File: config.mk
export PLATFORM = sky130hd
export DESIGN_NAME = cpt_queue
export DESIGN_NICKNAME = d
export VERILOG_FILES = /design/src/hdl/cpt_pkg.sv /design/src/hdl/cpt_queue.sv
export SDC_FILE = /design/constraint.sdc
export NUM_CORES = 2
export LEC_CHECK = 0
export BUFFER_PORTS_ARGS = -buffer_cell sky130_fd_sc_hd__buf_2
export CORE_AREA = 4 4 559 561
export CTS_BUF_LIST = sky130_fd_sc_hd__clkbuf_4 sky130_fd_sc_hd__clkbuf_8 sky130_fd_sc_hd__clkbuf_16
export DETAILED_ROUTE_END_ITERATION = 8
export DIE_AREA = 0 0 563 565
export GPL_ROUTABILITY_DRIVEN = 0
export PLACE_DENSITY = 0.48
export SETUP_SLACK_MARGIN = 0.4
export SYNTH_ARGS = -nofsm -noshare
export SYNTH_HDL_FRONTEND = slang
export SYNTH_SLANG_ARGS = --single-unit
File: constraint.sdc
create_clock -name clock -period 37.6 [get_ports clock]
set_input_delay 5.64 -clock clock [delete_from_list [all_inputs] [get_ports clock]]
set_output_delay 5.64 -clock clock [all_outputs]
set_load 0.02 [all_outputs]
File: src/hdl/cpt_pkg.sv
// types, widths and region codes shared by the closest-point blocks
`timescale 1ns / 1ps
`default_nettype none
package cpt_pkg;

   localparam int FRAC_BITS = 16;
   localparam int COORD_W  = 32;
   localparam int DIFF_W   = 33;
   localparam int PROD_W   = 66;
   localparam int DOT_W    = 68;
   localparam int HALF_W   = 34;
   localparam int LIMB_W   = 35;
   localparam int PART_W   = 70;
   localparam int PAIR_W   = 136;
   localparam int NUM_W    = 140;
   localparam int REGION_W = 3;
   localparam int WEIGHT_W = FRAC_BITS + 1;

   localparam logic [REGION_W-1:0] REGION_VERTEX_A = 3'd0;
   localparam logic [REGION_W-1:0] REGION_VERTEX_B = 3'd1;
   localparam logic [REGION_W-1:0] REGION_VERTEX_C = 3'd2;
   localparam logic [REGION_W-1:0] REGION_EDGE_AB  = 3'd3;
   localparam logic [REGION_W-1:0] REGION_EDGE_AC  = 3'd4;
   localparam logic [REGION_W-1:0] REGION_EDGE_BC  = 3'd5;
   localparam logic [REGION_W-1:0] REGION_INTERIOR = 3'd6;

   typedef logic signed [COORD_W-1:0] coord_type;
   typedef logic signed [DIFF_W-1:0]  diff_type;
   typedef logic signed [NUM_W-1:0]   num_type;

   typedef struct packed {
      coord_type vertex_a_x;
      coord_type vertex_a_y;
      coord_type vertex_a_z;
      coord_type vertex_b_x;
      coord_type vertex_b_y;
      coord_type vertex_b_z;
      coord_type vertex_c_x;
      coord_type vertex_c_y;
      coord_type vertex_c_z;
      coord_type query_x;
      coord_type query_y;
      coord_type query_z;
   } req_type;

   typedef struct packed {
      coord_type             closest_x;
      coord_type             closest_y;
      coord_type             closest_z;
      logic [REGION_W-1:0]   region;
      logic [WEIGHT_W-1:0]   weight_a;
      logic [WEIGHT_W-1:0]   weight_b;
      logic [WEIGHT_W-1:0]   weight_c;
   } rsp_type;

   // classified word handed from the front to the back
   typedef struct packed {
      logic [REGION_W-1:0]   region;
      coord_type [2:0]       base;
      diff_type [2:0]        vec1;
      diff_type [2:0]        vec2;
      num_type               num1;
      num_type               num2;
      num_type               den;
   } work_type;

   function automatic logic is_neg_or_zero(input num_type x);
      return x[NUM_W-1] | (x == '0);
   endfunction

   function automatic logic is_non_neg(input num_type x);
      return ~x[NUM_W-1];
   endfunction

endpackage
`default_nettype wire

File: src/hdl/cpt_queue.sv
// short word queue between the front and back pipelines
`timescale 1ns / 1ps
`default_nettype none
module cpt_queue #(
   parameter int DEPTH = 4
) (
   input  logic              clock,
   input  logic              reset,
   input  logic              push,
   input  cpt_pkg::work_type in_data,
   output logic              full,
   input  logic              pop,
   output logic              empty,
   output cpt_pkg::work_type out_data
);
   import cpt_pkg::*;

   localparam int PTR_W = (DEPTH > 1) ? $clog2(DEPTH) : 1;
   localparam int CNT_W = $clog2(DEPTH + 1);

   work_type           mem_ff [DEPTH];
   logic [PTR_W-1:0]   wr_ptr_ff, wr_ptr_in, rd_ptr_ff, rd_ptr_in;
   logic [CNT_W-1:0]   count_ff, count_in;

   function automatic logic [PTR_W-1:0] next_ptr(input logic [PTR_W-1:0] ptr);
      return (ptr == PTR_W'(DEPTH - 1)) ? '0 : ptr + PTR_W'(1);
   endfunction

   always_comb begin
      wr_ptr_in = push ? next_ptr(wr_ptr_ff) : wr_ptr_ff;
      rd_ptr_in = pop ? next_ptr(rd_ptr_ff) : rd_ptr_ff;
      case ({push, pop})
         2'b10:   count_in = count_ff + CNT_W'(1);
         2'b01:   count_in = count_ff - CNT_W'(1);
         default: count_in = count_ff;
      endcase
   end

   always_ff @(posedge clock) begin
      if (reset) begin
         wr_ptr_ff <= '0;
         rd_ptr_ff <= '0;
         count_ff  <= '0;
      end else begin
         wr_ptr_ff <= wr_ptr_in;
         rd_ptr_ff <= rd_ptr_in;
         count_ff  <= count_in;
      end
   end

   always_ff @(posedge clock) begin
      if (push) begin
         mem_ff[wr_ptr_ff] <= in_data;
      end
   end

   assign full     = (count_ff == CNT_W'(DEPTH));
   assign empty    = (count_ff == '0);
   assign out_data = mem_ff[rd_ptr_ff];

endmodule
`default_nettype wire

==> reports/results.tsv <==
metric	value	unit
avgSynthCellArea	27.3	sq um
port_buffers	1439	
ir_worst_vdd	0.0409	mV
cts_buffer_depth	4	
drtIter0Drc	3798	
cp.arrival	6.24	ns
core_region_area	308000	sq um
clock_sinks	2877	
tns	0	ns
rsz0062_at_grt	false	
numCtsBuffers	316	
synth_nets	4521	
routed_via_density	4.91	
postLayoutCoreUtil	41.0	%
finalPower	7.44	mW
cts_hold_buf	0	
post-synth-top-count-cell	edfxtp_1	
antenna_found_initial	277	
drc	0	
grt_start_max_net_pins	134	
clk-insertion-delay-late	0.88	ns
hold_violations	0	
ys_seq_elements	2877	
root_buffer	clkbuf_16	
synth.largest_area_cell	edfxtp_1	
dpl_cell_area	116000	sq um
syn_inst	3793	
synth_top_area_share	83.1	%
cp-start-kind	flop	
maxCapViolCount	0	
tightest_slew	1.08	ns
ant_nets	0	
cp_max_fo	91	
htree_levels	5	
synth.distinct_cells	21	
skew	0.0303	ns
synthFlopType	edfxtp_1	
critical_path.endpoint_type	primary output	
path_cells	buf_12 > buf_12 > buf_4 > buf_4 > buf_4 > mux4_2 > buf_2	
hold_path_class	flop to flop	
cp_slowest_stage_delay	0.80	ns
start_util	33.6	%
crit_slowest_cell	buf_4	
clk_pin_slew_worst_paths	0.06	ns
vias	48600	
finalSetupViolCount	0	
path_buf_inv	6	
status	finished, final reports clean	
cts_resized	0	
grt.total_usage	17.4	%
grt_pass1_wl	395000	um
drt_pre_antenna_iters	6	
layout.nets	6187	
wirelength	287000	um
cp_common_cell	buf_4	
syn-cell-area	104000	sq um
fin_area	126000	sq um
async_flop_share	0	%
max_slew_margin	28.2	%
fmax	84.2	MHz
crit_family	buffers and inverters	
hpwl	193000	um
yosysSeqAreaShare	83.3	%
fin_crit	11.88	ns
dieArea	318000	sq um
synth_area_leaders	edfxtp_1, mux4_2, buf_2	
grt_pass1_vias	50300	
wl_per_cell	29.0	um
io_pins	1440	
cts_tree	yes	
synthTopCellsByCount	edfxtp_1, mux4_2, buf_2	
yosys_warnings	0	
slew_violations	0	
cp.required	31.96	ns
power_density	58.9	nW/um^2
layout-area-overhead-vs-synth	21.9	%
leakage	41.7	nW
synth_edf_count	2868	
crit_type	flop to primary output	
fin_crit_sh	31.6	%
rows	204	
drive_gt1_share	48.0	%
grt_overflow	0	
die_w	563	um
die_h	565	um
cts_setup_buffers	0	
[worst reg2reg max path, delay by kind of cell, from the launching register on]
kind,cells,cell delay [ns]
buffers and inverters,6,3.84
AND/OR/NAND/NOR,1,0.62
flip-flops,1,0.34
adder cells (fa/ha/maj),1,0.15
[kinds of logic after synthesis]
logic type               synth area share (%)
AO/OA/AOI/OAI                          0.0242
XOR/XNOR                               0.0169
adder cells (fa/ha/maj)                0.0918
buffers and inverters                   0.859
flip-flops                               83.3
multiplexers                             15.6
AND/OR/NAND/NOR                        0.0809
[path summary, 6_finish.rpt]
path / startpoint / end / slack, ns / depth (start not counted)
worst max-delay path: flop / out_data[506] / 25.72 / 7
worst min-delay path: count_ff[2]$_SDFFE_PP0P_ / count_ff[2]$_SDFFE_PP0P_ / 0.53 / 2
worst max register to register: wr_ptr_ff[0]$_SDFFE_PP0P_ / mem_ff[2][666]$_DFFE_PP_ / 32.24 / 8
worst min register to register: count_ff[2]$_SDFFE_PP0P_ / count_ff[2]$_SDFFE_PP0P_ / 0.53 / 2
[flip-flops by register name, indices dropped and copies added, names as in the netlist, named ones only]
register / cells
count_ff: 3
mem_ff: 2868
rd_ptr_ff: 2
wr_ptr_ff: 2
[final cells by class]
type | instances | area [sq um]
diodes | 69 | 173
flip-flops and latches | 2877 | 86300
inverters | 7 | 26.3
multi-input cells | 749 | 16400
fillers | 27100 | 182000
well taps | 4120 | 5150
repair buffers | 1508 | 7880
clock buffers | 394 | 8540
clock inverters | 174 | 1780
[stage by stage]
stage	cells	setup WS, ns	hold WS, ns
3_5_place_dp	9261	26.32	0.506
2_1_floorplan	3793	14.72	0.461
5_1_grt	9855	25.09	0.573
3_3_place_gp	9261	26.33	0.482
6_report	9898	25.72	0.533
4_1_cts	9829	25.32	0.540
[layer usage]
metal | part of all wire, % | up-vias | global-route usage [%]
met4 | 3.2 | 198 | 5.45
met5 | 0.44 | - | 0
met1 | 36 | 25600 | 20.3
met2 | 48 | 1886 | 28.3
li1 | - | 20100 | -
met3 | 12 | 776 | 8.54
[power breakdown]
| part | internal (mW) | leakage, nW | total, mW | switching (mW) |
|---|---|---|---|---|
| Combinational | 0.244 | 10.1 | 0.698 | 0.454 |
| Sequential | 3.67 | 26.4 | 3.69 | 0.0267 |
| Clock | 1.79 | 5.14 | 3.04 | 1.25 |
[cell usage in the layout (no fill, tap or decap)]
master	synthesis	layout
clkinvlp_4	0	8
clkbuf_16	0	318
xor2_1	2	2
inv_1	7	7
mux4_2	717	717
ha_1	6	6
nor3b_1	2	2
clkbuf_4	0	74
diode_2	0	69
clkinv_2	0	52
and2_4	0	4
or3_1	1	1
dfxtp_4	0	2
buf_2	81	1439
fa_1	1	1
nor3_1	1	1
and3_1	1	1
clkinv_1	0	59
buf_12	0	13
buf_4	11	56
bufinv_16	0	24
o21ai_0	1	1
a21oi_1	4	4
mux2i_1	2	2
clkbuf_8	0	2
inv_6	0	9
edfxtp_1	2868	2868
inv_16	0	7
nor2_1	7	7
clkinv_4	0	6
dfxtp_1	9	7
clkinv_16	0	7
clkinv_8	0	2
Note: power is estimated with default switching activity, not from simulation.
